### src/lcmtd_pkg.sv
`timescale 1ns / 1ps

package lcmtd_pkg;

  localparam int OPERAND_WIDTH = 16;
  localparam int CNT_W = (OPERAND_WIDTH > 2) ? $clog2(OPERAND_WIDTH) : 1;
  localparam int PROD_W = 2 * OPERAND_WIDTH;
  localparam int PC_W = 3;

  typedef struct packed {
    logic [15:0] first_operand;
    logic [15:0] second_operand;
  } operands_t;

  typedef struct packed {
    logic [31:0] lcm_value;
    logic        invalid_operand;
  } result_t;

  localparam logic [2:0] OP_NONE     = 3'd0;
  localparam logic [2:0] OP_EUCLID   = 3'd1;
  localparam logic [2:0] OP_DIV_INIT = 3'd2;
  localparam logic [2:0] OP_DIV_STEP = 3'd3;
  localparam logic [2:0] OP_MUL      = 3'd4;

  localparam logic [2:0] COND_NEVER     = 3'd0;
  localparam logic [2:0] COND_ALWAYS    = 3'd1;
  localparam logic [2:0] COND_ZERO      = 3'd2;
  localparam logic [2:0] COND_Y_NONZERO = 3'd3;
  localparam logic [2:0] COND_CNT_MORE  = 3'd4;

  localparam logic [PC_W-1:0] STEP_CHECK    = 3'd0;
  localparam logic [PC_W-1:0] STEP_EUCLID   = 3'd1;
  localparam logic [PC_W-1:0] STEP_DIV_INIT = 3'd2;
  localparam logic [PC_W-1:0] STEP_DIV      = 3'd3;
  localparam logic [PC_W-1:0] STEP_MUL      = 3'd4;
  localparam logic [PC_W-1:0] STEP_EMIT     = 3'd5;
  localparam logic [PC_W-1:0] STEP_REJECT   = 3'd6;

  typedef struct packed {
    logic [2:0]      op;
    logic [2:0]      cond;
    logic [PC_W-1:0] target;
    logic            fin;
    logic            err;
  } ctrl_t;

  typedef struct packed {
    logic zero_operand;
    logic y_nonzero;
    logic cnt_more;
  } dp_status_t;

  function automatic ctrl_t ucode(input logic [PC_W-1:0] pc);
    ctrl_t w;
    w = '{op: OP_NONE, cond: COND_NEVER, target: STEP_CHECK, fin: 1'b0, err: 1'b0};
    case (pc)
      STEP_CHECK: begin
        w.cond = COND_ZERO;
        w.target = STEP_REJECT;
      end
      STEP_EUCLID: begin
        w.op = OP_EUCLID;
        w.cond = COND_Y_NONZERO;
        w.target = STEP_EUCLID;
      end
      STEP_DIV_INIT: w.op = OP_DIV_INIT;
      STEP_DIV: begin
        w.op = OP_DIV_STEP;
        w.cond = COND_CNT_MORE;
        w.target = STEP_DIV;
      end
      STEP_MUL: w.op = OP_MUL;
      STEP_EMIT: w.fin = 1'b1;
      STEP_REJECT: begin
        w.fin = 1'b1;
        w.err = 1'b1;
      end
      default: begin
        w.fin = 1'b1;
        w.err = 1'b1;
      end
    endcase
    return w;
  endfunction

endpackage

### src/lcmtd_datapath.sv
`timescale 1ns / 1ps

module lcmtd_datapath (
  input  logic                  clk,
  input  logic                  load,
  input  lcmtd_pkg::operands_t  operands,
  input  logic [2:0]            op,
  output lcmtd_pkg::dp_status_t status,
  output logic [31:0]           lcm_value
);

  localparam int W = lcmtd_pkg::OPERAND_WIDTH;

  logic [W-1:0]                  a_reg;
  logic [W-1:0]                  b_reg;
  logic [W-1:0]                  x;
  logic [W-1:0]                  y;
  logic [W-1:0]                  r;
  logic [W-1:0]                  q;
  logic [lcmtd_pkg::CNT_W-1:0]   cnt;
  logic [lcmtd_pkg::PROD_W-1:0]  prod;
  logic [W:0]                    rem_shift;
  logic [W:0]                    rem_diff;

  assign rem_shift = {r, q[W-1]};
  assign rem_diff  = rem_shift - {1'b0, x};

  always_ff @(posedge clk) begin
    if (load) begin
      a_reg <= W'(operands.first_operand);
      b_reg <= W'(operands.second_operand);
      x     <= W'(operands.first_operand);
      y     <= W'(operands.second_operand);
    end else begin
      case (op)
        lcmtd_pkg::OP_EUCLID: begin
          if (y != '0) begin
            if (x >= y) begin
              x <= x - y;
            end else begin
              x <= y;
              y <= x;
            end
          end
        end
        lcmtd_pkg::OP_DIV_INIT: begin
          r   <= '0;
          q   <= a_reg;
          cnt <= '0;
        end
        lcmtd_pkg::OP_DIV_STEP: begin
          if (!rem_diff[W]) begin
            r <= rem_diff[W-1:0];
            q <= {q[W-2:0], 1'b1};
          end else begin
            r <= rem_shift[W-1:0];
            q <= {q[W-2:0], 1'b0};
          end
          cnt <= cnt + 1'b1;
        end
        lcmtd_pkg::OP_MUL: prod <= lcmtd_pkg::PROD_W'(q) * lcmtd_pkg::PROD_W'(b_reg);
        default: begin
        end
      endcase
    end
  end

  assign status.zero_operand = (a_reg == '0) || (b_reg == '0);
  assign status.y_nonzero    = (y != '0);
  assign status.cnt_more     = (cnt != lcmtd_pkg::CNT_W'(W - 1));
  assign lcm_value           = 32'(prod);

endmodule

### src/lcm_trial_division_core.sv
`timescale 1ns / 1ps
// From accept the sequencer runs CHECK, the subtract-or-swap steps of the Euclid loop,
// DIV_INIT, the division loop, MUL and EMIT, then raises done;
// a zero operand goes from CHECK to REJECT and is flagged invalid.
// One item at a time: start is accepted only while busy is low.
// Reset clears the sequencer; busy and done are low after reset.
// The receiver cannot stall: done is a one-cycle strobe.

module lcm_trial_division_core (
  input  logic                 clk,
  input  logic                 rst,
  input  logic                 start,
  output logic                 busy,
  input  lcmtd_pkg::operands_t operands,
  output logic                 done,
  output lcmtd_pkg::result_t   result
);

  logic [lcmtd_pkg::PC_W-1:0] pc;
  logic                       running;
  lcmtd_pkg::ctrl_t           ctrl;
  lcmtd_pkg::dp_status_t      status;
  logic                       take;
  logic                       accept;
  logic [2:0]                 dp_op;
  logic [31:0]                lcm_value;

  assign accept = start && !busy;
  assign busy   = running;
  assign ctrl   = lcmtd_pkg::ucode(pc);
  assign dp_op  = running ? ctrl.op : lcmtd_pkg::OP_NONE;

  always_comb begin
    case (ctrl.cond)
      lcmtd_pkg::COND_ALWAYS:    take = 1'b1;
      lcmtd_pkg::COND_ZERO:      take = status.zero_operand;
      lcmtd_pkg::COND_Y_NONZERO: take = status.y_nonzero;
      lcmtd_pkg::COND_CNT_MORE:  take = status.cnt_more;
      default:                   take = 1'b0;
    endcase
  end

  lcmtd_datapath u_datapath (
    .clk       (clk),
    .load      (accept),
    .operands  (operands),
    .op        (dp_op),
    .status    (status),
    .lcm_value (lcm_value)
  );

  always_ff @(posedge clk) begin
    if (rst) begin
      running <= 1'b0;
      pc      <= lcmtd_pkg::STEP_CHECK;
      done    <= 1'b0;
    end else begin
      done <= 1'b0;
      if (accept) begin
        running <= 1'b1;
        pc      <= lcmtd_pkg::STEP_CHECK;
      end else if (running) begin
        pc <= take ? ctrl.target : pc + 1'b1;
        if (ctrl.fin) begin
          running <= 1'b0;
          done    <= 1'b1;
        end
      end
    end
  end

  // Result payload: hold until the next item finishes.
  always_ff @(posedge clk) begin
    if (running && ctrl.fin) begin
      result.lcm_value       <= ctrl.err ? 32'd0 : lcm_value;
      result.invalid_operand <= ctrl.err;
    end
  end

endmodule

### config.mk
export PLATFORM = sky130hd
export DESIGN_NAME = lcm_trial_division_core
export DESIGN_NICKNAME = d
export VERILOG_FILES = /design/src/lcmtd_pkg.sv /design/src/lcmtd_datapath.sv /design/src/lcm_trial_division_core.sv
export SDC_FILE = /design/constraint.sdc
export NUM_CORES = 1
export LEC_CHECK = 0
export BUFFER_PORTS_ARGS = -buffer_cell sky130_fd_sc_hd__buf_2
export CAP_MARGIN = 20
export CORE_ASPECT_RATIO = 2
export CORE_MARGIN = 8
export CORE_UTILIZATION = 35
export CTS_CLUSTER_SIZE = 12
export DETAILED_ROUTE_END_ITERATION = 10
export PLACE_DENSITY = 0.5
export SYNTH_ARGS = -nofsm -noshare
export SYNTH_HDL_FRONTEND = slang
export SYNTH_SLANG_ARGS = --single-unit
### constraint.sdc
create_clock -name clk -period 7.2 [get_ports clk]
set_clock_uncertainty 0.15 [all_clocks]
set_input_delay 1.08 -clock clk [delete_from_list [all_inputs] [get_ports clk]]
set_output_delay 1.08 -clock clk [all_outputs]
set_load 0.01 [all_outputs]
# After elaboration in Yosys (flattened, before gate mapping)
# Index checks and enable logic that the tools add are counted.
classes:
  order_cmp: 1
  eq_ne: 15
  multipliers: 1
  n_mux: 23
  n_bitwise: 2
  reduce_logical: 19
  add_sub_neg: 4
ops:
  columns: ["cell", "count"]
  rows:
  - ["two-way mux 16 bit", 9]
  - ["case mux 16 bit (2 select lines)", 2]
  - ["zero test 16 bit", 2]
  - ["multiplier 16 x 16 -> 32 bit", 1]
  - ["equality test 3 x 2 -> 1 bit (second input constant)", 6]
  - ["case mux 6 bit (3 select lines)", 1]
  - ["subtractor 17 x 16 -> 17 bit", 1]
  - ["greater-or-equal comparator 16 bit", 1]
  - ["nonzero test 16 bit", 1]
  - ["subtractor 16 bit", 1]
  - ["equality test 3 bit (second input constant)", 4]
  - ["case mux 3 bit (4 select lines)", 1]
  - ["equality test 3 x 1 -> 1 bit (second input constant)", 3]
  - ["case mux 4 bit (2 select lines)", 1]
  - ["two-way mux 1 bit", 6]
  - ["two-way mux 3 bit", 2]
  - ["AND reduction 2 bit", 3]
  - ["nonzero test 2 bit", 3]
  - ["OR reduction 6 bit", 1]
  - ["OR reduction 5 bit", 1]
  - ["adder 4 x 1 -> 4 bit (second input constant)", 1]
  - ["!= test 4 bit (second input constant)", 1]
  - ["case mux 1 bit (4 select lines)", 1]
  - ["adder 3 x 1 -> 3 bit (second input constant)", 1]
  - ["9 further kinds", 11]
word_totals:
  inputBits: 35
  output_inout_bits: 35
  wordCells: 78
  reg_bits: 170

# Depth between registers and ports, before layout
logic_depth:
  depth_word: 6
  depth_mapped: 23
  ltp_nobuf: 22

# Cells and area by module
# Synthesis repeated with hierarchy kept, for this count alone.
hier_totals:
  hier_cells: 1749
  hier_area_um2: 17078.9
modules_own_cells:
  columns: ["module", "instances", "cells_each", "area_each_um2", "seq_area_each_um2"]
  rows:
  - ["lcmtd_datapath", 1, 1627, 15459.8, 3963.8]
  - ["lcm_trial_division_core", 1, 122, 1619.1, 1091.0]

# Worst setup path after synthesis
# No wires, ideal clock.
synth_timing:
  path_type: "flip-flop to flip-flop"
  start: "reg u_datapath.q[8]"
  end: "reg u_datapath.prod (netlist bit u_datapath.lcm_value[24]), data pin"
  required_time_ns: 6.792
  path_stages_with_launch: 24
  arrival_time_ns: 6.034
  n_path_buf: 2
  setup_time_ns: 0.258
  synth_period_minus_slack_ns: 6.441
  path_slack_ns: 0.759
  path_cell_list: "edfxtp_1 clkbuf_1 clkbuf_1 nand2_1 fa_1 fa_1 inv_1 fa_1 inv_1 fa_1 inv_1 fa_1 inv_1 fa_1 inv_1 ha_1 a21oi_1 nor2_1 a2111o_1 o311a_4 or4_1 a31oi_2 o21ai_1 xnor2_1"
synth_between:
  elab_chain_len: 1
synth_lines:
  columns: ["item", "line", "source"]
  rows:
  - ["from (decl)", "lcmtd_datapath.sv:19", "logic [W-1:0] q;"]
  - ["from (signal assigned)", "lcmtd_datapath.sv:48", "q <= a_reg;"]
  - ["from (signal assigned)", "lcmtd_datapath.sv:54", "q <= {q[W-2:0], 1'b1};"]
  - ["from (signal assigned)", "lcmtd_datapath.sv:57", "q <= {q[W-2:0], 1'b0};"]
  - ["multiplier 16 x 16 -> 32 bit", "lcmtd_datapath.sv:61", "lcmtd_pkg::OP_MUL: prod <= lcmtd_pkg::PROD_W'(q) * lcmtd_pkg::PROD_W'(b_reg);"]
  - ["to (signal assigned)", "lcmtd_datapath.sv:61", null]
  - ["to (decl)", "lcmtd_datapath.sv:21", "logic [lcmtd_pkg::PROD_W-1:0] prod;"]
# No other way between the ends.
# A chain may end at the register's enable or synchronous reset.

# Final worst setup path
layout_timing:
  start: "reg u_datapath.b_reg[3]"
  end: "reg u_datapath.prod (netlist bit u_datapath.lcm_value[30]), data pin"
layout_between:
  elab_chain_len: 1
layout_lines:
  columns: ["item", "line", "source"]
  rows:
  - ["from (decl)", "lcmtd_datapath.sv:15", "logic [W-1:0] b_reg;"]
  - ["from (signal assigned)", "lcmtd_datapath.sv:31", "b_reg <= W'(operands.second_operand);"]
  - ["multiplier 16 x 16 -> 32 bit", "lcmtd_datapath.sv:61", null]
# No other way between the ends.

==> results.cfg <==
[run_status]
status = completed

[clocking]
numCtsBuffers = 17
clk_path_buf_depth = 2
post_cts_buffers = 0
insertion_delay_ns = 0.48
htreeDepth = 4
cts-hold-fix-buffers = 0
path_clk_slew_ns = 0.10
cts_tree = built
cts.repair.resized = 0
cts-root-buf = clkbuf_16
clock_sinks = 170

[sta]
finalCritPeriodShare_pct = 92.4
timing.setup.tns_ns = 0
slew_violations = 0
fin_ws_ns = 0.546
clock.fmax_mhz = 150
finalHoldViolCount = 0
rsz0062_at_grt = no
tightestPinTransition_ns = 1.10
setup_viol = 0
max-slew-margin-rel_pct = 26.4
min_period_ns = 6.65
timing.hold.ws_ns = 0.371

[setup_path]
crit_buf_inv = 4
crit_chain = buf_4 -> nand2_1 -> fa_1 -> fa_1 -> inv_1 -> fa_1 -> inv_1 -> fa_1 -> fa_1 -> fa_1 -> inv_1 -> ha_1 -> a21o_1 -> a2111o_1 -> o311a_4 -> o31ai_2 -> a31oi_1 -> or4_1 -> nand4_1
cpPeakStageDelay_ns = 0.55
critPathTopFamily = adder cells
worst_setup_path_end_kind = flip-flop
crit_type = flip-flop to flip-flop
slowest_stage = edfxtp_1
worstPathArrival_ns = 6.83
critPathRequiredTime_ns = 7.38
crit_fanout = 10
start_kind = flip-flop
cp_common_cell = fa_1

[cells_and_area]
top_register = result
fillers = 4825
final_nets = 2126
drive_gt1_share_pct = 8.49
largest_reg_flops = 33
final_cells = 2399
largestRegisters = result: 33 flops, u_datapath.lcm_value: 32 flops
multiInputGateArea_um2 = 10500
synthToLayoutAreaGrowth_pct = 10.9
antennaDiodeCount = 0
seqCellArea_um2 = 5050

[synth]
synth_area_leaders = edfxtp_1, fa_1, ha_1, inv_1, and2_1
synth_cells = 1694
yosysTopAreaCellShare_pct = 29.5
synth_nets = 2066
async_flop_share_pct = 0
synth-main-ff-cell = edfxtp_1
synth-edff-count = 165
synth_largest_area_cell = edfxtp_1
syn_area_um2 = 16800
synth_cell_types = 64
synth_seq_cells = 170
avgSynthCellArea_um2 = 9.91
yosys_warnings = 0
ys_seq_area_share_pct = 30.1

[drt]
wirelength_mm = 45.1
postRouteAntennaNets = 0
dr.pass1.iters = 5
wire_per_inst_um = 18.8
first_iter_violations = 544
avgViaCountPerCell = 4.99
vias = 12000
top_layer = met4
drc = 0
wl_met3_mm = 1.25
wl_met2_mm = 25.4
wl_met1_mm = 16.3

[grt]
grt.overflow.total = 0
grtUsageTotal_pct = 16.7
antenna_found_initial = 0
grt_first_pass_wirelength_mm = 70.5
grt_max_degree = 88
grt_pass1_vias = 13000

[placement]
place_congestion = 0.890
io_buffers = 69
pre_cts_slack_ns = 0.519
hpwlAfterDp_mm = 36.7
dp_cells = 2367

[floorplan]
ios = 70
die_y_um = 326
fp.dieW_um = 171
die-area_um2 = 55700
num_rows = 113
initial_core_util_pct = 35.3
core_area_um2 = 47500

[flow_run]
max_cap_violations = 0

[pwr]
p_leak_nw = 8.41
power_per_cell_area_nw_per_um2 = 317
ir_drop_mv = 0.204

[worst_hold_path]
min_path_type = flip-flop to flip-flop
==> worst reg2reg max path, delay by kind of cell, from the launching register on <==
kind	cells	cell delay, ns
adders and majority gates	7	3.32
AOI/OAI and AO/OA	5	1.49
and+or+nand+nor	3	0.60
DFF	1	0.55
buffers and inverters	4	0.38
==> per-layer routing <==
layer / track usage (%) / up-vias
li1: - / 5627
met1: 16.5 / 6013
met2: 32.9 / 252
met3: 1.96 / 90
met4: 8.54 / 0
met5: 0 / -
==> cell families after synthesis <==
group,synth area share [%]
fa+ha+maj,33.9
xor+xnor,2.50
flops,30.1
simple gates,16.5
buf+inv,7.64
mux,1.50
compound gates,7.84
==> power by group <==
group / total [W] / leakage (nW) / switching, W / internal (W)
clock network: 0.00106 / 0.315 / 0.000561 / 0.000497
logic: 0.00349 / 6.55 / 0.00202 / 0.00146
registers: 0.00136 / 1.54 / 0.0000550 / 0.00131
==> cell type report <==
class | instances | share of cell area (%)
flip-flops and latches | 170 | 27.1
multi-input cells | 1183 | 56.2
repair buffers | 104 | 3.27
clock inverters | 15 | 1.22
clock buffers | 17 | 2.28
inverters | 278 | 5.60
well taps | 632 | 4.25
==> Yosys cell counts (4+ instances only) <==
master      n
nand3_1    17
dfxtp_1     5
nor3_1     16
xnor2_1    34
clkbuf_1   61
nand3b_1    5
and3_1      6
inv_1     277
a211oi_1   11
nor2b_1     9
ha_1      141
xor2_1     14
edfxtp_1  165
a31oi_1    14
fa_1      196
a21oi_1    50
nand4_1    12
o21a_1     10
nand2_1   246
and2_1    152
nor2_1     68
a21o_1     21
o21ai_1    27
nand2b_1    8
or3_1       5
mux2i_1    24
o21ai_0    25
o22ai_1     4
nor4_1     13
o21bai_1    7
==> metrics by stage <==
stage	total power, W	util (%)	instance area [µm²]
after floorplan	0.00408	-	16800
after global placement	0.00487	37.8	18000
after detailed placement	0.00491	37.8	18000
after CTS	0.00600	39.2	18600
after global routing	0.00647	39.2	18600
final	0.00591	39.2	18600
==> cells in the final DEF (no fill, tap or decap), types with 4 or more instances in the layout <==
cell type / netlist / routed
nand2_1: 246 / 246
xor2_1: 14 / 14
o21ai_0: 25 / 25
a211oi_1: 11 / 11
nand3_1: 17 / 17
o21ai_1: 27 / 27
inv_12: 0 / 6
nor2b_1: 9 / 9
nor2_1: 68 / 67
clkinv_8: 0 / 4
dfxtp_1: 5 / 5
edfxtp_1: 165 / 165
buf_4: 0 / 35
mux2i_1: 24 / 24
a31oi_1: 14 / 14
inv_8: 0 / 4
clkbuf_16: 0 / 17
o21bai_1: 7 / 7
xnor2_1: 34 / 34
fa_1: 196 / 196
a21oi_1: 50 / 50
buf_2: 2 / 69
ha_1: 141 / 141
o21a_1: 10 / 10
and2_1: 152 / 152
nand4_1: 12 / 12
nor3_1: 16 / 16
inv_1: 277 / 276
or3_1: 5 / 5
and3_1: 6 / 6
nand2b_1: 8 / 8
nor4_1: 13 / 13
nand3b_1: 5 / 5
a21o_1: 21 / 21
==> path summary, 6_finish.rpt <==
check,startpoint,endpoint,slack [ns],cells after the start
setup / recovery,u_datapath.b_reg[3],u_datapath.lcm_value[30],0.55,19
hold / removal,u_datapath.lcm_value[15],result[16],0.37,1
setup reg to reg,u_datapath.b_reg[3],u_datapath.lcm_value[30],0.55,19
hold reg to reg,u_datapath.lcm_value[15],result[16],0.37,1
Note: power is estimated with default switching activity, not from simulation.
